<file path="src/rtl/core/cpmf_pkg.sv">
// Shared types, field widths, reset values and calendar helpers for the
// cron previous-match finder. No dependencies; every other file imports it.
`timescale 1ns / 1ps
`default_nettype none

package cpmf_pkg;

    // Field widths
    localparam int YEAR_W  = 14;
    localparam int MONTH_W = 4;
    localparam int DAY_W   = 5;
    localparam int HOUR_W  = 5;
    localparam int TENS_W  = 3;

    // Mask widths
    localparam int TENS_MASK_W  = 6;
    localparam int HOUR_MASK_W  = 24;
    localparam int DAY_MASK_W   = 31;
    localparam int MONTH_MASK_W = 12;

    // Mask reset values: everything allowed
    localparam logic [TENS_MASK_W-1:0]  TENS_MASK_RST  = '1;
    localparam logic [HOUR_MASK_W-1:0]  HOUR_MASK_RST  = '1;
    localparam logic [DAY_MASK_W-1:0]   DAY_MASK_RST   = '1;
    localparam logic [MONTH_MASK_W-1:0] MONTH_MASK_RST = '1;

    // Calendar constants
    localparam int LAST_MONTH = 11;
    localparam int LAST_HOUR  = 23;
    localparam logic [MONTH_W-1:0] MON_FEB = 4'd1;
    localparam logic [MONTH_W-1:0] MON_APR = 4'd3;
    localparam logic [MONTH_W-1:0] MON_JUN = 4'd5;
    localparam logic [MONTH_W-1:0] MON_SEP = 4'd8;
    localparam logic [MONTH_W-1:0] MON_NOV = 4'd10;

    // Month length classes; length is MIN_MONTH_LEN plus the class
    localparam int MIN_MONTH_LEN = 28;
    localparam int NUM_LEN_CLS   = 4;
    localparam logic [1:0] LEN_28 = 2'd0;
    localparam logic [1:0] LEN_29 = 2'd1;
    localparam logic [1:0] LEN_30 = 2'd2;
    localparam logic [1:0] LEN_31 = 2'd3;

    // Divisibility by 25 through the inverse of 25 modulo 2**14
    localparam logic [YEAR_W-1:0] INV25      = 14'd7209;
    localparam logic [YEAR_W-1:0] DIV25_LIMIT = 14'd655;

    typedef struct packed {
        logic [TENS_MASK_W-1:0]  tens_mask;
        logic [HOUR_MASK_W-1:0]  hour_mask;
        logic [DAY_MASK_W-1:0]   day_mask;
        logic [MONTH_MASK_W-1:0] month_mask;
    } t_masks;

    typedef struct packed {
        logic [YEAR_W-1:0]  now_year;
        logic [MONTH_W-1:0] now_month;
        logic [DAY_W-1:0]   now_day;
        logic [HOUR_W-1:0]  now_hour;
        logic [TENS_W-1:0]  now_tens;
    } t_query;

    typedef struct packed {
        logic               found;
        logic [YEAR_W-1:0]  match_year;
        logic [MONTH_W-1:0] match_month;
        logic [DAY_W-1:0]   match_day;
        logic [HOUR_W-1:0]  match_hour;
        logic [TENS_W-1:0]  match_tens;
    } t_result;

    // Highest set bit of a vector
    typedef struct packed {
        logic       found;
        logic [4:0] idx;
    } t_top;

    function automatic t_top f_top(input logic [31:0] v);
        t_top r;
        r = '0;
        for (int i = 0; i < 32; i++) begin
            if (v[i]) begin
                r.found = 1'b1;
                r.idx   = i[4:0];
            end
        end
        return r;
    endfunction

    // Gregorian leap year: divisible by 4 and not by 100, or by 400
    function automatic logic f_is_leap(input logic [YEAR_W-1:0] y);
        logic [2*YEAR_W-1:0] prod;
        logic                div25;
        prod  = {{YEAR_W{1'b0}}, y} * {{YEAR_W{1'b0}}, INV25};
        div25 = (prod[YEAR_W-1:0] <= DIV25_LIMIT);
        return (y[1:0] == 2'd0) && (!div25 || (y[3:0] == 4'd0));
    endfunction

    function automatic logic [1:0] f_len_cls(input logic leap,
                                             input logic [MONTH_W-1:0] m);
        logic [1:0] c;
        case (m)
            MON_FEB: c = leap ? LEN_29 : LEN_28;
            MON_APR, MON_JUN, MON_SEP, MON_NOV: c = LEN_30;
            default: c = LEN_31;
        endcase
        return c;
    endfunction

endpackage

`default_nettype wire

</file>
<file path="src/rtl/core/cpmf_if.sv">
// Valid/ready channel interfaces for query items and result items.
// Depends on cpmf_pkg for field widths.
`timescale 1ns / 1ps
`default_nettype none

interface cpmf_in_if import cpmf_pkg::*; ();
    logic               valid;
    logic               ready;
    logic [YEAR_W-1:0]  now_year;
    logic [MONTH_W-1:0] now_month;
    logic [DAY_W-1:0]   now_day;
    logic [HOUR_W-1:0]  now_hour;
    logic [TENS_W-1:0]  now_tens;

    modport source(output valid, now_year, now_month, now_day, now_hour, now_tens,
                   input ready);
    modport sink(input valid, now_year, now_month, now_day, now_hour, now_tens,
                 output ready);
endinterface

interface cpmf_out_if import cpmf_pkg::*; ();
    logic               valid;
    logic               ready;
    logic               found;
    logic [YEAR_W-1:0]  match_year;
    logic [MONTH_W-1:0] match_month;
    logic [DAY_W-1:0]   match_day;
    logic [HOUR_W-1:0]  match_hour;
    logic [TENS_W-1:0]  match_tens;

    modport source(output valid, found, match_year, match_month, match_day,
                   match_hour, match_tens, input ready);
    modport sink(input valid, found, match_year, match_month, match_day,
                 match_hour, match_tens, output ready);
endinterface

`default_nettype wire

</file>
<file path="src/rtl/core/cpmf_cfg.sv">
// APB-style register file holding the four schedule masks.
// Depends on cpmf_pkg for mask widths and reset values.
`timescale 1ns / 1ps
`default_nettype none

module cpmf_cfg import cpmf_pkg::*; (
    input  wire logic        i_clk,
    input  wire logic        i_rst_n,
    input  wire logic        psel,
    input  wire logic        penable,
    input  wire logic        pwrite,
    input  wire logic [3:0]  paddr,
    input  wire logic [31:0] pwdata,
    output logic      [31:0] prdata,
    output logic             pready,
    output t_masks           o_masks
);

    localparam logic [1:0] REG_TENS  = 2'd0;
    localparam logic [1:0] REG_HOUR  = 2'd1;
    localparam logic [1:0] REG_DAY   = 2'd2;
    localparam logic [1:0] REG_MONTH = 2'd3;

    t_masks     r_masks;
    logic       wr_en;
    logic [1:0] reg_idx;

    assign pready  = 1'b1;
    assign reg_idx = paddr[3:2];
    assign wr_en   = psel && penable && pwrite;

    // Write the addressed mask
    always_ff @(posedge i_clk) begin
        if (!i_rst_n) begin
            r_masks.tens_mask  <= TENS_MASK_RST;
            r_masks.hour_mask  <= HOUR_MASK_RST;
            r_masks.day_mask   <= DAY_MASK_RST;
            r_masks.month_mask <= MONTH_MASK_RST;
        end else if (wr_en) begin
            case (reg_idx)
                REG_TENS:  r_masks.tens_mask  <= pwdata[TENS_MASK_W-1:0];
                REG_HOUR:  r_masks.hour_mask  <= pwdata[HOUR_MASK_W-1:0];
                REG_DAY:   r_masks.day_mask   <= pwdata[DAY_MASK_W-1:0];
                REG_MONTH: r_masks.month_mask <= pwdata[MONTH_MASK_W-1:0];
                default: ;
            endcase
        end
    end

    // Read back the addressed mask
    always_comb begin
        case (reg_idx)
            REG_TENS:  prdata = {{(32-TENS_MASK_W){1'b0}}, r_masks.tens_mask};
            REG_HOUR:  prdata = {{(32-HOUR_MASK_W){1'b0}}, r_masks.hour_mask};
            REG_DAY:   prdata = {{(32-DAY_MASK_W){1'b0}}, r_masks.day_mask};
            REG_MONTH: prdata = {{(32-MONTH_MASK_W){1'b0}}, r_masks.month_mask};
            default:   prdata = '0;
        endcase
    end

    assign o_masks = r_masks;

endmodule

`default_nettype wire

</file>
<file path="src/rtl/core/cpmf_search.sv">
// Combinational search for the latest allowed time not after the query.
// Depends on cpmf_pkg for types, priority encoder and calendar helpers.
`timescale 1ns / 1ps
`default_nettype none

module cpmf_search import cpmf_pkg::*; (
    input  wire t_masks i_masks,
    input  wire t_query i_query,
    output t_result     o_result
);

    t_top                    tens_top, tens_le, hour_top, hour_lt;
    t_top                    day_lt, mon_lt, mon_prev;
    t_top                    dtop [NUM_LEN_CLS];
    logic [TENS_MASK_W-1:0]  tens_lim;
    logic [HOUR_MASK_W-1:0]  hour_lim;
    logic [DAY_MASK_W-1:0]   day_lim;
    logic [DAY_MASK_W-1:0]   day_cls [NUM_LEN_CLS];
    logic [MONTH_MASK_W-1:0] mok_cur, mok_prev, mon_lim;
    logic                    leap_cur, leap_prev, full;
    logic                    hour_at, day_at, mon_at, day_in;
    logic [YEAR_W-1:0]       prev_year;
    logic [1:0]              nm_cls;
    logic [DAY_W-1:0]        nm_len;
    logic [1:0]              cur_cls, prv_cls;

    assign prev_year = i_query.now_year - 14'd1;
    assign leap_cur  = f_is_leap(i_query.now_year);
    assign leap_prev = f_is_leap(prev_year);

    // Last allowed day for each month length
    always_comb begin
        for (int k = 0; k < NUM_LEN_CLS; k++) begin
            for (int i = 0; i < DAY_MASK_W; i++) begin
                day_cls[k][i] = i_masks.day_mask[i] && (i < MIN_MONTH_LEN + k);
            end
            dtop[k] = f_top({1'b0, day_cls[k]});
        end
    end

    // Months that hold at least one allowed day, per year
    always_comb begin
        for (int m = 0; m < MONTH_MASK_W; m++) begin
            mok_cur[m]  = i_masks.month_mask[m]
                          && dtop[f_len_cls(leap_cur, m[MONTH_W-1:0])].found;
            mok_prev[m] = i_masks.month_mask[m]
                          && dtop[f_len_cls(leap_prev, m[MONTH_W-1:0])].found;
            mon_lim[m]  = mok_cur[m] && (m < int'(i_query.now_month));
        end
    end

    assign nm_cls = f_len_cls(leap_cur, i_query.now_month);
    assign nm_len = DAY_W'(MIN_MONTH_LEN) + {3'b0, nm_cls};

    // Bounds below the query in each field, at or below it for the tens slot
    always_comb begin
        mon_at  = 1'b0;
        hour_at = 1'b0;
        day_at  = 1'b0;
        for (int i = 0; i < TENS_MASK_W; i++) begin
            tens_lim[i] = i_masks.tens_mask[i] && (i <= int'(i_query.now_tens));
        end
        for (int i = 0; i < HOUR_MASK_W; i++) begin
            hour_lim[i] = i_masks.hour_mask[i] && (i < int'(i_query.now_hour));
            if (i == int'(i_query.now_hour)) begin
                hour_at = i_masks.hour_mask[i];
            end
        end
        for (int i = 0; i < DAY_MASK_W; i++) begin
            day_lim[i] = i_masks.day_mask[i] && (i + 1 < int'(i_query.now_day))
                         && (i < int'(nm_len));
            if (i + 1 == int'(i_query.now_day)) begin
                day_at = i_masks.day_mask[i];
            end
        end
        for (int m = 0; m < MONTH_MASK_W; m++) begin
            if (m == int'(i_query.now_month)) begin
                mon_at = i_masks.month_mask[m];
            end
        end
    end

    assign tens_top = f_top({{(32-TENS_MASK_W){1'b0}}, i_masks.tens_mask});
    assign tens_le  = f_top({{(32-TENS_MASK_W){1'b0}}, tens_lim});
    assign hour_top = f_top({{(32-HOUR_MASK_W){1'b0}}, i_masks.hour_mask});
    assign hour_lt  = f_top({{(32-HOUR_MASK_W){1'b0}}, hour_lim});
    assign day_lt   = f_top({1'b0, day_lim});
    assign mon_lt   = f_top({{(32-MONTH_MASK_W){1'b0}}, mon_lim});
    assign mon_prev = f_top({{(32-MONTH_MASK_W){1'b0}}, mok_prev});

    assign full    = hour_top.found && tens_top.found;
    assign day_in  = mon_at && (i_query.now_day != '0)
                     && (i_query.now_day <= nm_len) && day_at;
    assign cur_cls = f_len_cls(leap_cur, mon_lt.idx[MONTH_W-1:0]);
    assign prv_cls = f_len_cls(leap_prev, mon_prev.idx[MONTH_W-1:0]);

    // Pick the latest candidate, from the query's own slot downward
    always_comb begin
        o_result = '0;
        if (day_in && hour_at && tens_le.found) begin
            o_result.found       = 1'b1;
            o_result.match_year  = i_query.now_year;
            o_result.match_month = i_query.now_month;
            o_result.match_day   = i_query.now_day;
            o_result.match_hour  = i_query.now_hour;
            o_result.match_tens  = tens_le.idx[TENS_W-1:0];
        end else if (day_in && hour_lt.found && tens_top.found) begin
            o_result.found       = 1'b1;
            o_result.match_year  = i_query.now_year;
            o_result.match_month = i_query.now_month;
            o_result.match_day   = i_query.now_day;
            o_result.match_hour  = hour_lt.idx;
            o_result.match_tens  = tens_top.idx[TENS_W-1:0];
        end else if (mon_at && day_lt.found && full) begin
            o_result.found       = 1'b1;
            o_result.match_year  = i_query.now_year;
            o_result.match_month = i_query.now_month;
            o_result.match_day   = day_lt.idx + 5'd1;
            o_result.match_hour  = hour_top.idx;
            o_result.match_tens  = tens_top.idx[TENS_W-1:0];
        end else if (mon_lt.found && full) begin
            o_result.found       = 1'b1;
            o_result.match_year  = i_query.now_year;
            o_result.match_month = mon_lt.idx[MONTH_W-1:0];
            o_result.match_day   = dtop[cur_cls].idx + 5'd1;
            o_result.match_hour  = hour_top.idx;
            o_result.match_tens  = tens_top.idx[TENS_W-1:0];
        end else if ((i_query.now_year != '0) && mon_prev.found && full) begin
            o_result.found       = 1'b1;
            o_result.match_year  = prev_year;
            o_result.match_month = mon_prev.idx[MONTH_W-1:0];
            o_result.match_day   = dtop[prv_cls].idx + 5'd1;
            o_result.match_hour  = hour_top.idx;
            o_result.match_tens  = tens_top.idx[TENS_W-1:0];
        end
    end

endmodule

`default_nettype wire

</file>
<file path="src/rtl/core/cron_previous_match_finder_top.sv">
// Top level of the cron previous-match finder: mask registers, query
// register, search logic and result register.
// Depends on cpmf_pkg, cpmf_if, cpmf_cfg and cpmf_search.
//
// Usage:
//   i_in carries query items (year, month, day, hour, ten-minute slot) with
//   valid/ready; o_out carries one result item per query (found flag and the
//   latest allowed time not after the query, all zero when nothing matches).
//   The user must write the four masks over the APB-style port while no
//   item is in flight; the block does not enforce this. pready is always
//   high and reads return the stored mask. Throughput: one item per cycle
//   while the receiver takes results, set by the single query register
//   feeding the combinational search and the result register behind it.
//   Reset (synchronous, active low) empties both stages and sets every mask
//   to all-ones. When the receiver stalls, the result register holds its
//   item, the query register still takes one more item, and i_in.ready drops
//   only once both stages are full.
`timescale 1ns / 1ps
`default_nettype none

module cron_previous_match_finder_top import cpmf_pkg::*; (
    input  wire logic        i_clk,
    input  wire logic        i_rst_n,
    input  wire logic        psel,
    input  wire logic        penable,
    input  wire logic        pwrite,
    input  wire logic [3:0]  paddr,
    input  wire logic [31:0] pwdata,
    output logic      [31:0] prdata,
    output logic             pready,
    cpmf_in_if.sink          i_in,
    cpmf_out_if.source       o_out
);

    t_masks  masks;
    t_query  r_query;
    t_result r_result;
    t_result search_res;
    logic    r_q_valid, r_r_valid;
    logic    q_advance, in_ready;

    cpmf_cfg u_cfg (
        .i_clk   (i_clk),
        .i_rst_n (i_rst_n),
        .psel    (psel),
        .penable (penable),
        .pwrite  (pwrite),
        .paddr   (paddr),
        .pwdata  (pwdata),
        .prdata  (prdata),
        .pready  (pready),
        .o_masks (masks)
    );

    cpmf_search u_search (
        .i_masks  (masks),
        .i_query  (r_query),
        .o_result (search_res)
    );

    // Advance the query stage when the result register is free or drains
    assign q_advance  = !r_r_valid || o_out.ready;
    assign in_ready   = !r_q_valid || q_advance;
    assign i_in.ready = in_ready;

    // Hold or load the query register
    always_ff @(posedge i_clk) begin
        if (!i_rst_n) begin
            r_q_valid <= 1'b0;
        end else if (in_ready) begin
            r_q_valid <= i_in.valid;
        end
    end

    always_ff @(posedge i_clk) begin
        if (i_in.valid && in_ready) begin
            r_query.now_year  <= i_in.now_year;
            r_query.now_month <= i_in.now_month;
            r_query.now_day   <= i_in.now_day;
            r_query.now_hour  <= i_in.now_hour;
            r_query.now_tens  <= i_in.now_tens;
        end
    end

    // Hold or load the result register
    always_ff @(posedge i_clk) begin
        if (!i_rst_n) begin
            r_r_valid <= 1'b0;
        end else if (q_advance) begin
            r_r_valid <= r_q_valid;
        end
    end

    always_ff @(posedge i_clk) begin
        if (r_q_valid && q_advance) begin
            r_result <= search_res;
        end
    end

    assign o_out.valid       = r_r_valid;
    assign o_out.found       = r_result.found;
    assign o_out.match_year  = r_result.match_year;
    assign o_out.match_month = r_result.match_month;
    assign o_out.match_day   = r_result.match_day;
    assign o_out.match_hour  = r_result.match_hour;
    assign o_out.match_tens  = r_result.match_tens;

endmodule

`default_nettype wire
</file>
<file path="src/flat_wrapper.sv">
// flat-port wrapper written by rule: the top's interface ports become plain ports
module cron_previous_match_finder_top_flat import cpmf_pkg::*;
  (i_clk, i_rst_n, psel, penable, pwrite, paddr, pwdata, prdata, pready, i_in_valid, i_in_now_year, i_in_now_month, i_in_now_day, i_in_now_hour, i_in_now_tens, i_in_ready, o_out_valid, o_out_found, o_out_match_year, o_out_match_month, o_out_match_day, o_out_match_hour, o_out_match_tens, o_out_ready);
  cpmf_in_if i_in_i ();
  cpmf_out_if o_out_i ();
  input  wire logic i_clk;
  input  wire logic i_rst_n;
  input  wire logic psel;
  input  wire logic penable;
  input  wire logic pwrite;
  input  wire logic [3:0] paddr;
  input  wire logic [31:0] pwdata;
  output logic      [31:0] prdata;
  output logic pready;
  input wire logic [$bits(i_in_i.valid)-1:0] i_in_valid;
  input wire logic [$bits(i_in_i.now_year)-1:0] i_in_now_year;
  input wire logic [$bits(i_in_i.now_month)-1:0] i_in_now_month;
  input wire logic [$bits(i_in_i.now_day)-1:0] i_in_now_day;
  input wire logic [$bits(i_in_i.now_hour)-1:0] i_in_now_hour;
  input wire logic [$bits(i_in_i.now_tens)-1:0] i_in_now_tens;
  output wire logic [$bits(i_in_i.ready)-1:0] i_in_ready;
  output wire logic [$bits(o_out_i.valid)-1:0] o_out_valid;
  output wire logic [$bits(o_out_i.found)-1:0] o_out_found;
  output wire logic [$bits(o_out_i.match_year)-1:0] o_out_match_year;
  output wire logic [$bits(o_out_i.match_month)-1:0] o_out_match_month;
  output wire logic [$bits(o_out_i.match_day)-1:0] o_out_match_day;
  output wire logic [$bits(o_out_i.match_hour)-1:0] o_out_match_hour;
  output wire logic [$bits(o_out_i.match_tens)-1:0] o_out_match_tens;
  input wire logic [$bits(o_out_i.ready)-1:0] o_out_ready;
  assign i_in_i.valid = i_in_valid;
  assign i_in_i.now_year = i_in_now_year;
  assign i_in_i.now_month = i_in_now_month;
  assign i_in_i.now_day = i_in_now_day;
  assign i_in_i.now_hour = i_in_now_hour;
  assign i_in_i.now_tens = i_in_now_tens;
  assign i_in_ready = i_in_i.ready;
  assign o_out_valid = o_out_i.valid;
  assign o_out_found = o_out_i.found;
  assign o_out_match_year = o_out_i.match_year;
  assign o_out_match_month = o_out_i.match_month;
  assign o_out_match_day = o_out_i.match_day;
  assign o_out_match_hour = o_out_i.match_hour;
  assign o_out_match_tens = o_out_i.match_tens;
  assign o_out_i.ready = o_out_ready;
  cron_previous_match_finder_top u_core (.i_clk(i_clk), .i_rst_n(i_rst_n), .psel(psel), .penable(penable), .pwrite(pwrite), .paddr(paddr), .pwdata(pwdata), .prdata(prdata), .pready(pready), .i_in(i_in_i), .o_out(o_out_i));
endmodule
</file>
<file path="config.mk">
export PLATFORM = sky130hd
export DESIGN_NAME = cron_previous_match_finder_top_flat
export DESIGN_NICKNAME = d
export VERILOG_FILES = /design/src/rtl/core/cpmf_pkg.sv /design/src/rtl/core/cpmf_if.sv /design/src/rtl/core/cpmf_cfg.sv /design/src/rtl/core/cpmf_search.sv /design/src/rtl/core/cron_previous_match_finder_top.sv /design/src/flat_wrapper.sv
export SDC_FILE = /design/constraint.sdc
export NUM_CORES = 1
export LEC_CHECK = 0
export ABC_CLOCK_PERIOD_IN_PS = 8400
export BUFFER_PORTS_ARGS = -buffer_cell sky130_fd_sc_hd__buf_4
export CAP_MARGIN = 5
export CELL_PAD_IN_SITES_DETAIL_PLACEMENT = 0
export CELL_PAD_IN_SITES_GLOBAL_PLACEMENT = 2
export CORE_ASPECT_RATIO = 0.6
export CORE_UTILIZATION = 37
export CTS_BUF_LIST = sky130_fd_sc_hd__clkbuf_2
export DETAILED_ROUTE_END_ITERATION = 16
export PLACE_DENSITY = 0.92
export SKIP_LAST_GASP = 1
export SLEW_MARGIN = 40
export SYNTH_ARGS = -nofsm -noshare
export SYNTH_HDL_FRONTEND = slang
export SYNTH_HIERARCHICAL = 1
export SYNTH_SLANG_ARGS = --single-unit
</file>
<file path="constraint.sdc">
create_clock -name i_clk -period 8.4 [get_ports i_clk]
set_input_delay 0.42 -clock i_clk [delete_from_list [all_inputs] [get_ports i_clk]]
set_output_delay 0.42 -clock i_clk [all_outputs]
set_load 0.005 [all_outputs]
</file>
# --- After elaboration in Yosys (flattened, before gate mapping) ---
# Index checks and enable logic that the tools add are counted.
totals:
  ff_bits: 138
  inputBits: 74
  out_inout_bits: 67
classes:
  n_addsub: 5
  multipliers: 2
  n_lt_le_gt_ge: 108
  n_eq_ne: 83
  muxes: 234
  n_bitwise: 4
  n_reduce_logical: 158
op_table:
  columns: ["op", "n"]
  rows:
  - ["6-bit two-way mux", 148]
  - ["5-bit < comparator (first input constant)", 37]
  - ["5-bit equality test (first input constant)", 32]
  - ["1-bit logical AND", 133]
  - ["32-bit case mux with 4 select lines", 1]
  - ["31-bit two-way mux", 4]
  - ["4-bit by 5-bit < comparator with 1-bit output (first input constant)", 24]
  - ["1-bit two-way mux", 69]
  - ["4-bit by 5-bit equality test with 1-bit output (first input constant)", 12]
  - ["3-bit by 5-bit < comparator with 1-bit output (first input constant)", 12]
  - ["6-bit binary-select mux with 2-bit select", 4]
  - ["4-bit equality test (first input constant)", 8]
  - ["32-bit two-way mux", 1]
  - ["3-bit by 5-bit equality test with 1-bit output (first input constant)", 6]
  - ["2-bit by 5-bit < comparator with 1-bit output (first input constant)", 6]
  - ["14-bit by 10-bit less-or-equal comparator with 1-bit output (second input constant)", 2]
  - ["14-bit by 13-bit multiplier with 14-bit output (second input constant)", 2]
  - ["1-bit by 5-bit < comparator with 1-bit output (first input constant)", 5]
  - ["4-bit equality test (second input constant)", 6]
  - ["5-bit two-way mux", 4]
  - ["3-bit by 4-bit < comparator with 1-bit output (first input constant)", 4]
  - ["4-bit < comparator (first input constant)", 4]
  - ["4-bit OR reduction", 4]
  - ["5-bit by 1-bit adder with 5-bit output (second input constant)", 3]
  - ["28 further kinds", 63]

# --- Logic depth before layout (Yosys ltp) ---
# Gate-level depths: netlist of run 1.
depth:
  ltp_word: 59
  ltp_mapped: 31
  mapped_depth_nobuf: 30

# --- By module ---
# Netlist of run 1, hierarchy kept.
by_module_without_submodules:
  columns: ["module", "n_inst", "cells_each", "area_per_inst_um2", "seq_area_each_um2"]
  rows:
  - ["cpmf_search", 1, 1090, 7233.2, 0.0]
  - ["cpmf_cfg", 1, 369, 3248.1, 1461.4]
  - ["cron_previous_match_finder_top", 1, 72, 1995.7, 1931.9]

# --- Worst setup path before layout of run 1 ---
# Ideal clock, no wire load.
synth_timing:
  path_type: "register to register"
  from: "reg u_core/r_query[17] in the netlist's numbering"
  to: "reg u_core.r_result, in the netlist u_core/o_out.match_day[4] (data pin)"
  setup_ps: 260
  arrival_time_ps: 6948
  required_time_ps: 8140
  slack_ps: 1191
  path_stages_with_launch: 30
  path_buffers: 1
  cell_sequence: "edfxtp_1 -> inv_1 -> ha_1 -> buf_4 -> or4b_4 -> or3_1 -> nor2_1 -> xor2_1 -> ha_1 -> ha_1 -> ha_1 -> inv_1 -> fa_1 -> inv_1 -> ha_1 -> and3_1 -> a221o_1 -> or4_1 -> o21ai_0 -> xnor3_1 -> a21boi_2 -> o21ai_1 -> a2111oi_2 -> nand2_1 -> nand2_1 -> ha_1 -> mux2i_1 -> a221oi_2 -> a21oi_1 -> mux2_4"
synth_lines:
  columns: ["item", "line_no", "text"]
  rows:
  - ["start, declared", "cron_previous_match_finder_top.sv:36", "t_query r_query;"]
  - ["end signal, assigned", "cron_previous_match_finder_top.sv:96", "r_result <= search_res;"]
  - ["end, declared", "cron_previous_match_finder_top.sv:37", "t_result r_result;"]

==> reports/results.txt, run 1 <==
The run finished with clean final reports. The via count normalized by instance count is 5.96. The setup violation total in the final timing report is 0, and the count of max-cap constraint violations is 0. The startpoint type of the worst setup path was a flop. The growth of design area from synthesis to finish came out at 19.3%. The power per cell area works out to 142 nW/um^2. For this run, the slowest stage of the critical path takes 0.59 ns.

For this run, the leading register cell type out of synthesis is sky130_fd_sc_hd__dfxtp_1. The run gives 12800 as the via count. The count of cells in the finished layout, fillers not included, comes to 2146. The synthesized netlist net count is 1710, and the first-pass iteration count of the detailed router is 6. The synthesized design spends more area on one cell type than any other, namely sky130_fd_sc_hd__edfxtp_1. Counting every sink on the clock net gives 138. The highest achievable clock rate was 128 MHz; the max-slew violation count was 0. For the pin with the worst max-slew slack, the measured transition is 0.861 ns.

The min-delay analysis places its worst path in the category primary input to flop. Most used standard cell by instance count after synthesis: sky130_fd_sc_hd__o21ai_0. The cell count after synthesis is 1531.

For this run, the post-layout net count is 1861. Global routing finished with a remaining overflow of 0. Among all stages on the critical path, the largest delay is contributed by sky130_fd_sc_hd__or4_1. The number of global-route vias before repair is 11600, and the I/O pin count is 141. By count the netlist is led by 151 x sky130_fd_sc_hd__o21ai_0, 105 x sky130_fd_sc_hd__inv_1, 105 x sky130_fd_sc_hd__nand3_1, 103 x sky130_fd_sc_hd__nor2_1, 101 x sky130_fd_sc_hd__nand2_1. For the leakage power, the log shows 0.00603 uW. The run gives 8.44 ns as the critical path arrival. The share of flip-flops with an asynchronous set or reset after synthesis was 0%.

In this run the tightest slew margin relative to its limit is 42.1%. After layout, the design draws a total of 2120 uW. The first global-routing pass estimated 69.1 mm of wire. The count of routing violations after the opening detailed-route iteration is 1621, and the placeable core area is 32800 um^2. After routing, the total negative slack on setup checks comes to 0 ns. Setup repair after global routing left no endpoint under its margin. The logs give 0 for the number of cells upsized or downsized after cts and 26.4% for the all-layer global routing usage. The number of synthesized flops with an enable pin is 63. Once detail routing completed, the nets flagged for antenna violations numbered 0.

The total count of hold-check failures in the final report is 0. Number of cell rows: 51. TritonCTS created 17 clock buffers.

The die width was 239 um. Entering global routing, the biggest net connects 76 pins. The tools report the clock root buffer master as sky130_fd_sc_hd__clkbuf_2. The cell count after placement is 2037. The data required time at the worst endpoint is 9.04 ns, and the post-detailed-placement cell area is 13900 um^2. Between clock sinks in the finished design, the worst skew comes to 0.0328 ns. The worst path in the final design needs a cycle of 7.81 ns, including I/O delays and setup. The synthesized area per cell is 8.15 um^2, and the area of the mapped netlist is 12500 um^2.

Type of the worst setup path: flop to flop. STA classifies the critical path endpoint as a flop. The highest net fanout along the worst path works out to 7.

The y dimension of the die was 144 um. The run gives 38.0% as the starting utilization of the core area. The worst-case clock buffer depth is 2, and the final worst-path cycle share is 92.9%. The placer congestion estimate was 0.944; the number of synthesized register bits was 138. The synthesized design devotes to its leading area cell type 15.2% of total area. The wire length reported by the detailed router came out at 45.6 mm. For this run, the number of Yosys warnings is 6.

The quantity of I/O buffers inserted on ports came out at 135. The run gives 2 as the initial antenna violation count. After synthesis, the cell types taking the most area are sky130_fd_sc_hd__edfxtp_1 15%, sky130_fd_sc_hd__dfxtp_1 12%, sky130_fd_sc_hd__ha_1 8.4%.

The total half-perimeter wirelength after legalization and detailed placement is 33.3 mm, and the maximum vdd ir drop is 68.7 uV. For the worst-skew pair, the clock arrives at the later sink with an insertion delay of 0.85 ns. The fraction of final layout cells with drive strength greater than 1 was 15.8%.

The fill cell total of the finished layout was 3313. In this run, distinct cell masters in the synthesized netlist total 97. Hold is met by 0.216 ns. After clock tree synthesis, the clock-pin slew on the worst setup and hold paths is 0.27 ns.

The H-tree was split into 4 levels. After detailed routing, the average wire length per cell comes to 21.2 um. Of the synthesized area, sequential elements account for 27.2%.

DRC violation count after routing: 0. TritonCTS built the clock tree. For the full die area, the log shows 34500 um^2. For the final instance area, the log shows 14900 um^2.
-- through the flow --
step | utilization [%] | worst slack [ns]
5_1_grt | 45.4 | 0.0269
4_1_cts | 45.1 | 0.641
3_5_place_dp | 42.3 | 0.658
2_1_floorplan | - | 1.19
3_3_place_gp | 42.1 | 0.752
6_report | 45.4 | 0.595
-- cells by family after synthesis --
logic type / Yosys count / share of synthesized area [%]
simple gates: 488 / 19.8
fa+ha+maj: 106 / 11.9
xor+xnor: 42 / 3.28
compound gates: 507 / 26.9
other cells: 2 / 0.0602
buf+inv: 211 / 6.75
flops: 138 / 27.2
mux: 37 / 4.13
-- report_power, final --
| group | internal [uW] | total (uW) | switching (uW) | leakage (uW) |
|---|---|---|---|---|
| registers | 737 | 784 | 47.5 | 0.00120 |
| logic | 392 | 869 | 477 | 0.00467 |
| clock network | 150 | 462 | 313 | 0.000158 |
-- routing by layer --
layer	wire (um)	global-route usage, %	vias up
met2	18000	35.4	610
li1	-	-	5997
met3	4450	7.65	44
met4	695	5.77	0
met1	22500	40.5	6134
met5	0	0	-
-- timing repair --
action	4_1_cts	5_1_grt
endpoints found under the hold margin	106	30
endpoints found under the setup margin	0	2
buffers inserted	0	4
hold buffers	68	1
-- critical path: cells and delay by family (launching register included) --
kind	cells	cell delay (ns)
fa+ha+maj	6	2.48
simple gates	8	2.06
compound gates	10	1.81
flops	1	0.58
buf+inv	4	0.42
mux	1	0.27
-- registers in the layout, summed over array words and instances, names as in the netlist --
| register | flops |
|---|---|
| u_core/o_out.found | 1 |
| u_core/o_out.match_day | 5 |
| u_core/o_out.match_hour | 5 |
| u_core/o_out.match_month | 4 |
| u_core/o_out.match_tens | 3 |
| u_core/o_out.match_year | 14 |
| u_core/o_out.valid | 1 |
| u_core/r_q_valid | 1 |
| u_core/r_query | 31 |
| u_core/u_cfg/o_masks | 73 |
-- worst paths after layout --
check | end | from | slack (ns) | cells past startpoint
max | u_core/o_out.match_hour[3]$_DFFE_PP_ | u_core/r_query[18]$_DFFE_PP_ | 0.59 | 29
min | u_core/u_cfg/o_masks[21]$_SDFFE_PN1P_ | penable | 0.22 | 5
max reg2reg | u_core/o_out.match_hour[3]$_DFFE_PP_ | u_core/r_query[18]$_DFFE_PP_ | 0.59 | 29
min reg2reg | u_core/u_cfg/o_masks[9]$_SDFFE_PN1P_ | u_core/u_cfg/o_masks[9]$_SDFFE_PN1P_ | 0.60 | 2
-- cells in the final DEF (no fill, tap or decap), types with 22 or more instances in the layout --
cell	Yosys	final
sky130_fd_sc_hd__a21oi_1	85	84
sky130_fd_sc_hd__nand2b_1	27	26
sky130_fd_sc_hd__nand2_1	101	101
sky130_fd_sc_hd__ha_1	84	84
sky130_fd_sc_hd__nand3_1	105	105
sky130_fd_sc_hd__o22ai_1	22	22
sky130_fd_sc_hd__edfxtp_1	63	63
sky130_fd_sc_hd__inv_1	105	105
sky130_fd_sc_hd__xnor2_1	28	28
sky130_fd_sc_hd__nor2_1	103	103
sky130_fd_sc_hd__o21ai_0	151	151
sky130_fd_sc_hd__buf_4	6	161
sky130_fd_sc_hd__dlygate4sd3_1	0	69
sky130_fd_sc_hd__dfxtp_1	75	75
sky130_fd_sc_hd__nor3_1	30	30
-- area by class of cell --
class | count | area (um^2) | share of cell area [%]
Tap cell | 450 | 563 | 3.78
Timing Repair Buffer | 236 | 1990 | 13.4
Clock buffer | 19 | 95.1 | 0.639
Multi-Input combinational cell | 1182 | 8290 | 55.7
Clock inverter | 13 | 154 | 1.03
Inverter | 107 | 402 | 2.70
Antenna cell | 1 | 2.50 | 0.0168
Sequential cell | 138 | 3390 | 22.8
No activity file was read; power rests on OpenSTA's default activity.
==> run 2: changes to the inputs <==
--- a/config.mk
+++ b/config.mk
@@ -5,7 +5,7 @@
 export SDC_FILE = /design/constraint.sdc
 export NUM_CORES = 1
 export LEC_CHECK = 0
-export ABC_CLOCK_PERIOD_IN_PS = 8400
+export ABC_CLOCK_PERIOD_IN_PS = 8250
 export BUFFER_PORTS_ARGS = -buffer_cell sky130_fd_sc_hd__buf_4
 export CAP_MARGIN = 5
 export CELL_PAD_IN_SITES_DETAIL_PLACEMENT = 0
==> constraint.sdc (replaced) <==
create_clock -name i_clk -period 8.25 [get_ports i_clk]
set_input_delay 0.4125 -clock i_clk [delete_from_list [all_inputs] [get_ports i_clk]]
set_output_delay 0.4125 -clock i_clk [all_outputs]
set_load 0.005 [all_outputs]
==> reports/results.txt, run 2 (synthesis gave the netlist of run 1 again) <==
Deepest level of the CTS H-tree: 4 (unchanged). The number of global-route vias before repair is 11400 (was 11600), and the die width is 239 um (unchanged). Maximum number of pins on one net before global-route repair: 76 (unchanged).

The growth of design area from synthesis to finish came out at 19.3% (unchanged). The quantity of I/O buffers inserted on ports came out at 135 (unchanged). Class of the tightest hold or removal check: primary input to flop (unchanged). The placer congestion estimate came out at 0.963 (was 0.944). The relative slew slack was 43.4% (was 42.1%); the total count of hold-check failures in the final report was 0 (unchanged).

The I/O pin count was 141 (unchanged). The worst stage delay on the critical path is 0.70 ns (was 0.59 ns), and the highest net fanout along the worst path is 10 (was 7). The via count normalized by instance count is 5.99 (was 5.96).

The count of routing violations after the opening detailed-route iteration was 1806 (was 1621); the transition at the pin with the smallest max-transition slack was 0.849 ns (was 0.861 ns). The run gives 0.0705 ns (was 0.0328 ns) as the worst clock skew. The run gives 0 (unchanged) as the count of max-cap constraint violations. The tools report the all-layer global routing usage as 26.2% (was 26.4%). The clock insertion delay at the later pin of the skew report is 0.89 ns (was 0.85 ns).

The logs give 90.4 uV (was 68.7 uV) for the maximum vdd ir drop and 129 MHz (was 128 MHz) for the highest achievable clock rate. The leakage power was 0.00601 uW (was 0.00603 uW). The number of cells upsized or downsized after cts is 0 (unchanged).

The clock root buffer master is sky130_fd_sc_hd__clkbuf_2 (unchanged). The run gives 0 (unchanged) as the DRC violation count after routing. Most frequent standard cell in the layout excluding fill and tap cells: sky130_fd_sc_hd__buf_4 (unchanged). The critical path arrival is 8.39 ns (was 8.44 ns). The tools report the max-slew violation count as 0 (unchanged). The logs give 38.0% (unchanged) for the starting utilization of the core area and 0 ns (unchanged) for the setup total negative slack. The flip-flop count of the largest register, all copies and words added is 73 (unchanged). The final critical path time including I/O delays and setup was 7.75 ns (was 7.81 ns). Clock sink count: 138 (unchanged). The run gives 1 (was 2) as the initial antenna violation count. Setup repair after global routing left no endpoint under its margin.

The number of cell rows came out at 51 (unchanged). The run gives 45.2 mm (was 45.6 mm) as the wire length reported by the detailed router. Category of the worst setup path capture point: a flop (unchanged). Worst-case clock buffer depth: 2 (unchanged).

The global-route wire length before repair is 68.6 mm (was 69.1 mm). The final worst-path cycle share was 93.9% (was 92.9%); the global-route congestion overflow total was 0 (unchanged). The number of buffers created by CTS was 17 (unchanged). The final layout net count is 1860 (was 1861). The cell that appears most often on the critical path is sky130_fd_sc_hd__ha_1.

Commonest cells after routing, fill and taps aside: 161 x sky130_fd_sc_hd__buf_4, 151 x sky130_fd_sc_hd__o21ai_0, 105 x sky130_fd_sc_hd__inv_1, 105 x sky130_fd_sc_hd__nand3_1, 103 x sky130_fd_sc_hd__nor2_1 (unchanged). The number of nets still failing antenna checks after routing was 0 (unchanged). Cell with the largest stage delay on the worst path: sky130_fd_sc_hd__edfxtp_1 (was sky130_fd_sc_hd__or4_1). The average routed wire per standard cell is 21.1 um (was 21.2 um), and the register clock-pin slew on the reported worst setup and hold paths is 0.25 ns (was 0.27 ns). The sum of buffers and inverters on the critical path is 1 (was 4). The logs give 12800 (about the same) for the via count and 0 (unchanged) for the setup violation total in the final timing report. The total half-perimeter wirelength after legalization and detailed placement is 33.2 mm (was 33.3 mm). The data required time at the worst endpoint came out at 8.89 ns (was 9.04 ns).

For the first-pass iteration count of the detailed router, the log shows 6 (unchanged). The fraction of final layout cells with drive strength greater than 1 works out to 15.7% (was 15.8%). The post-CTS repair timing setup buffer count came out at 0 (unchanged). The kind of cell adding the most delay to the critical path is adder cells (unchanged).

The tools report the placeable core area as 32800 um^2 (unchanged). The y dimension of the die was 144 um (unchanged). The power per cell area came out at 144 nW/um^2 (was 142 nW/um^2).

The type of the worst setup path was flop to flop (unchanged). The full die area came out at 34500 um^2 (unchanged). Startpoint type of the worst setup path: a flop (unchanged). The run finished with clean final reports. The final worst slack came out at 0.499 ns (was 0.595 ns). TritonCTS built the clock tree.

For the post-placement setup slack, the log shows 0.532 ns (was 0.658 ns).
==> run 2: where the power goes <==
| group | internal [uW] | switching (uW) | total, uW |
|---|---|---|---|
| Combinational | 398 | 484 | 882 |
| Clock | 147 | 311 | 458 |
| Sequential | 750 | 47.5 | 798 |
| Total | 1300 | 843 | 2140 |
==> run 2: worst min-delay path: cells and delay by family <==
| family | cells | cell delay, ns |
|---|---|---|
| AOI/OAI and AO/OA | 1 | 0.17 |
| buffers and inverters | 2 | 0.33 |
| and+or+nand+nor | 2 | 0.12 |
==> run 2: timing repair <==
action,CTS,global route
hold buffers,69,0
endpoints found under the setup margin,0,0
endpoints found under the hold margin,106,0
==> run 2: cell type report <==
cell class	instances	area, um^2
diodes	1	2.50
clock buffers	18	90.1
clock inverters	14	158
fillers	3281	17900
inverters	107	402
multi-input cells	1182	8290
flip-flops and latches	138	3390
well taps	450	563
repair buffers	235	1990
==> run 2: final timing paths <==
kind / from / end / slack [ns] / cells past startpoint
worst max-delay path: u_core/r_query[19]$_DFFE_PP_ / u_core/o_out.match_hour[3]$_DFFE_PP_ / 0.50 / 27
worst min-delay path: penable / u_core/u_cfg/o_masks[42]$_SDFFE_PN1P_ / 0.20 / 5
worst max register to register: u_core/r_query[19]$_DFFE_PP_ / u_core/o_out.match_hour[3]$_DFFE_PP_ / 0.50 / 27
worst min register to register: u_core/u_cfg/o_masks[65]$_SDFFE_PN1P_ / u_core/u_cfg/o_masks[65]$_SDFFE_PN1P_ / 0.60 / 2
==> run 2: metal layers <==
metal  share of wire, %  up-vias  GRT usage, %
met5                  0        -             0
met4                1.3        0          5.60
met3                9.8       39          6.34
met2                 39      662          34.7
met1                 50     6142          41.4
li1                   -     5996             -
==> run 2: per-stage QoR <==
stage / utilization (%) / cell area, um^2 / std cells / total power, uW / hold WS (ns)
2_1_floorplan: - / 12500 / 1531 / 1400 / 0.471
3_3_place_gp: 42.2 / 13800 / 2038 / 1630 / 0.520
3_5_place_dp: 42.4 / 13900 / 2041 / 1640 / 0.532
4_1_cts: 45.3 / 14900 / 2142 / 2140 / 0.114
5_1_grt: 45.4 / 14900 / 2145 / 2280 / 0.133
6_report: 45.4 / 14900 / 2145 / 2140 / 0.204
==> run 3: changes to the inputs <==
--- a/config.mk
+++ b/config.mk
@@ -5,8 +5,8 @@
 export SDC_FILE = /design/constraint.sdc
 export NUM_CORES = 1
 export LEC_CHECK = 0
+export ABC_AREA = 1
 export ABC_CLOCK_PERIOD_IN_PS = 8250
-export BUFFER_PORTS_ARGS = -buffer_cell sky130_fd_sc_hd__buf_4
 export CAP_MARGIN = 5
 export CELL_PAD_IN_SITES_DETAIL_PLACEMENT = 0
 export CELL_PAD_IN_SITES_GLOBAL_PLACEMENT = 2
@@ -14,7 +14,8 @@
 export CORE_UTILIZATION = 37
 export CTS_BUF_LIST = sky130_fd_sc_hd__clkbuf_2
 export DETAILED_ROUTE_END_ITERATION = 16
-export PLACE_DENSITY = 0.92
+export DONT_BUFFER_PORTS = 1
+export PLACE_DENSITY = 0.91
 export SKIP_LAST_GASP = 1
 export SLEW_MARGIN = 40
 export SYNTH_ARGS = -nofsm -noshare
==> reports/results.txt, run 3 <==
The run finished with clean final reports. The reg-to-reg startpoint was u_core/r_query[17]$_DFFE_PP_ (was u_core/r_query[19]$_DFFE_PP_). The tools report the cell count after synthesis as 1873 (was 1531). The run gives 32800 um^2 (unchanged) as the placeable core area. The number of global-route vias before repair is 11500 (was 11400), and the initial antenna violation count is 4 (was 1).

The run gives 0 ns (unchanged) as the setup total negative slack. Commonest cells after routing, fill and taps aside: 513 x sky130_fd_sc_hd__nand2_1, 259 x sky130_fd_sc_hd__nand3_1, 249 x sky130_fd_sc_hd__inv_1 (was 161 x sky130_fd_sc_hd__buf_4, 151 x sky130_fd_sc_hd__o21ai_0, 105 x sky130_fd_sc_hd__inv_1, 105 x sky130_fd_sc_hd__nand3_1, 103 x sky130_fd_sc_hd__nor2_1). The leading register cell type out of synthesis is sky130_fd_sc_hd__dfxtp_1 (unchanged). The total count of hold-check failures in the final report was 0 (unchanged); the post-detailed-placement cell area was 12900 um^2 (was 13900 um^2). The area taken by multi-input logic gates is 7830 um^2 (was 8290 um^2), and the sequential-to-total area share from yosys stat is 27.2% (about the same). Count of hold buffers inserted by post-cts repair: 77 (was 69). The sum of buffers and inverters on the critical path was 3 (was 1). The tools report the origin of the worst min-delay path as paddr[3] (was penable). The growth of design area from synthesis to finish works out to 11.8% (was 19.3%). The share of flip-flops with an asynchronous set or reset after synthesis is 0% (unchanged), and the post-placement setup slack is 0.924 ns (was 0.532 ns).

The tools report the all-layer global routing usage as 25.3% (was 26.2%). The via count normalized by instance count is 5.37 (was 5.99). Most used standard cell by instance count after synthesis: sky130_fd_sc_hd__nand2_1 (was sky130_fd_sc_hd__o21ai_0).

The register clock-pin slew on the reported worst setup and hold paths was 0.23 ns (was 0.25 ns); the number of cells upsized or downsized after cts was 0 (unchanged). The highest net fanout along the worst path was 9 (was 10). The tools report the clock insertion delay at the later pin of the skew report as 0.84 ns (was 0.89 ns). The worst-case clock buffer depth is 2 (unchanged), and the die width is 239 um (about the same). The cell taking the most area after synthesis was sky130_fd_sc_hd__nand2_1 (was sky130_fd_sc_hd__edfxtp_1).

Leakage power: 0.00695 uW (was 0.00601 uW). Most prevalent standard cell on the critical path: sky130_fd_sc_hd__nand2_1 (was sky130_fd_sc_hd__ha_1). The final worst slack is 0.794 ns (was 0.499 ns), and the number of synthesized register bits is 138 (unchanged). Setup repair after global routing left no endpoint under its margin.

The data required time at the worst endpoint is 8.82 ns (was 8.89 ns). Quantity of I/O buffers inserted on ports: 0 (was 135). Cell types with the highest counts after synthesis: 515 x sky130_fd_sc_hd__nand2_1, 259 x sky130_fd_sc_hd__nand3_1, 249 x sky130_fd_sc_hd__inv_1, 169 x sky130_fd_sc_hd__nor2_1, 84 x sky130_fd_sc_hd__ha_1 (was 151 x sky130_fd_sc_hd__o21ai_0, 105 x sky130_fd_sc_hd__inv_1, 105 x sky130_fd_sc_hd__nand3_1, 103 x sky130_fd_sc_hd__nor2_1, 101 x sky130_fd_sc_hd__nand2_1). The cell with the largest stage delay on the worst path was sky130_fd_sc_hd__edfxtp_1 (unchanged). For the post-CTS repair timing setup buffer count, the log shows 0 (unchanged). The worst reg2reg path depth was 40 (was 27); the final worst-path cycle share was 90.4% (was 93.9%). The via count was 12900 (was 12800); the total half-perimeter wirelength after legalization and detailed placement was 33.6 mm (was 33.2 mm). The logs give 38.0% (about the same) for the starting utilization of the core area and 2052 (was 1710) for the synthesized netlist net count.

Wire length reported by the detailed router: 43.1 mm (was 45.2 mm). The relative slew slack was 46.5% (was 43.4%). The setup violation total in the final timing report came out at 0 (unchanged). The tools report the number of cell rows as 51 (unchanged).

The endpoint of the most critical register-to-register path was u_core/o_out.match_day[4]$_DFFE_PP_ (was u_core/o_out.match_hour[3]$_DFFE_PP_). The tools report the clock root buffer master as sky130_fd_sc_hd__clkbuf_2 (unchanged). The worst clock skew came out at 0.0570 ns (was 0.0705 ns). The worst reg-to-reg setup slack was 0.79 ns (was 0.50 ns); the synthesized area per cell was 6.66 um^2 (was 8.15 um^2). The tools report the max-slew violation count as 0 (unchanged).

The run gives 3390 um^2 (unchanged) as the register area. Synth top area cells: sky130_fd_sc_hd__nand2_1 15%, sky130_fd_sc_hd__edfxtp_1 15%, sky130_fd_sc_hd__dfxtp_1 12% (was sky130_fd_sc_hd__edfxtp_1 15%, sky130_fd_sc_hd__dfxtp_1 12%, sky130_fd_sc_hd__ha_1 8.4%). Area of the mapped netlist: 12500 um^2 (about the same). For the placer congestion estimate, the log shows 0.919 (was 0.963). The type of the worst setup path is flop to flop (unchanged).

The logs give 8.03 ns (was 8.39 ns) for the critical path arrival and 1330 (was 1806) for the count of routing violations after the opening detailed-route iteration. The category of the worst setup path capture point was a flop (unchanged). Number of warnings issued by yosys: 6 (unchanged). The power per cell area was 155 nW/um^2 (was 144 nW/um^2); the DRC violation count after routing was 0 (unchanged). The global-route wire length before repair is 66.2 mm (was 68.6 mm). The logs give 65 (was 97) for the distinct cell type count of the synthesized netlist and 0 (unchanged) for the global-route congestion overflow total.

For the final instance area, the log shows 13900 um^2 (was 14900 um^2). Kind of cell adding the most delay to the critical path: simple AND/OR/NAND/NOR gates (was adder cells). TritonCTS built the clock tree. The I/O pin count was 141 (unchanged). Fraction of final layout cells with drive strength greater than 1: 7.16% (was 15.7%). The maximum number of pins on one net before global-route repair was 78 (was 76). The number of synthesized flops with an enable pin is 63 (unchanged).

The final critical path time including I/O delays and setup came out at 7.46 ns (was 7.75 ns). The cell count of the worst hold path is 4 (was 5), and the flip-flop count of the largest register, all copies and words added is 73 (unchanged). The transition at the pin with the smallest max-transition slack was 0.799 ns (was 0.849 ns); the number of nets still failing antenna checks after routing was 0 (unchanged). The clock sink count is 138 (unchanged), and the count of max-cap constraint violations is 0 (unchanged). The deepest level of the CTS H-tree is 4 (unchanged), and the number of buffers created by CTS is 17 (unchanged). The tools report the end of the worst hold path as u_core/u_cfg/o_masks[44]$_SDFFE_PN1P_ (was u_core/u_cfg/o_masks[42]$_SDFFE_PN1P_). The worst stage delay on the critical path was 0.61 ns (was 0.70 ns). The tools report the startpoint type of the worst setup path as a flop (unchanged). The first-pass iteration count of the detailed router is 5 (was 6), and the portion of synthesized cell area occupied by the leading cell type is 15.5% (was 15.2%). The fill cell total of the finished layout is 3500 (was 3281).

Class of the tightest hold or removal check: primary input to flop (unchanged). The y dimension of the die was 144 um (about the same); the average routed wire per standard cell was 18.0 um (was 21.1 um). The logs give 134 MHz (was 129 MHz) for the highest achievable clock rate and 104 uV (was 90.4 uV) for the maximum vdd ir drop. Full die area: 34500 um^2 (about the same). The most frequent standard cell in the layout excluding fill and tap cells was sky130_fd_sc_hd__nand2_1 (was sky130_fd_sc_hd__buf_4). For the final layout net count, the log shows 2106 (was 1860).
run 3: cell count changes in the layout (fill, tap and decap cells not counted), sizes merged, moves of 28 or more:
cell / before / now
a21oi: 85 / 56
buf: 166 / 9
inv: 113 / 272
nor2: 103 / 185
o311ai: 31 / 3
nand3: 107 / 271
o21ai: 163 / 64
nand2: 103 / 545
run 3: worst register-to-register path: cells and delay by family (launching register included):
kind	cells	cell delay, ns
XOR/XNOR	1	0.16
buffers and inverters	3	0.44
flip-flops	1	0.61
AND/OR/NAND/NOR	25	2.59
AO/OA/AOI/OAI	4	0.82
adder cells (fa/ha/maj)	7	2.59
run 3: per-stage QoR:
stage / cells / power, uW / hold WS [ns] / util (%)
after floorplan: 1873 / 1450 / 0.451 / -
after global placement: 2280 / 1640 / 0.471 / 39.2
after detailed placement: 2280 / 1650 / 0.486 / 39.2
after CTS: 2389 / 2160 / 0.0368 / 42.4
after global routing: 2392 / 2330 / 0.0542 / 42.5
final: 2393 / 2160 / 0.131 / 42.5
run 3: worst max path at each step:
stage,from,to,depth (start not counted)
global route,u_core/r_query[17]$_DFFE_PP_,u_core/o_out.match_day[4]$_DFFE_PP_,44
floorplan,u_core/r_query[17]$_DFFE_PP_,u_core/o_out.match_day[4]$_DFFE_PP_,42
detailed placement,u_core/r_query[17]$_DFFE_PP_,u_core/o_out.match_year[1]$_DFFE_PP_,29
finish,u_core/r_query[17]$_DFFE_PP_,u_core/o_out.match_day[4]$_DFFE_PP_,40
CTS,u_core/r_query[17]$_DFFE_PP_,u_core/o_out.match_year[1]$_DFFE_PP_,29
global placement,u_core/r_query[17]$_DFFE_PP_,u_core/o_out.match_day[4]$_DFFE_PP_,40
run 3: area by class of cell:
| type | count | share of cell area (%) |
|---|---|---|
| Antenna cell | 3 | 0.0538 |
| Clock buffer | 19 | 0.682 |
| Clock inverter | 13 | 1.19 |
| Inverter | 272 | 7.35 |
| Multi-Input combinational cell | 1413 | 56.2 |
| Sequential cell | 138 | 24.3 |
| Tap cell | 450 | 4.04 |
| Timing Repair Buffer | 85 | 6.17 |
run 3: where the power goes:
| part | switching, uW | total, uW | internal, uW |
|---|---|---|---|
| registers | 47.6 | 802 | 754 |
| clock network | 295 | 470 | 175 |
| logic | 563 | 889 | 326 |
run 3: logic make-up (layout without fill, tap and decap cells):
kind of cell / Yosys count / in the layout / synth area share, %
AOI/OAI and AO/OA: 196 / 196 / 9.86
other: 2 / 5 / 0.0602
and+or+nand+nor: 1082 / 1082 / 38.7
buffers and inverters: 322 / 389 / 10.3
xor gates and xnor gates: 28 / 28 / 2.12
DFF: 138 / 138 / 27.2
adders and majority gates: 105 / 105 / 11.8
run 3: layer usage:
metal  GRT usage (%)  routed length (um)  vias up
met1            40.3               22500     6044
met4            4.45                 381        2
li1                -                   -     6292
met5               0                  13        -
met2            32.5               16100      494
met3            6.99                4120       30
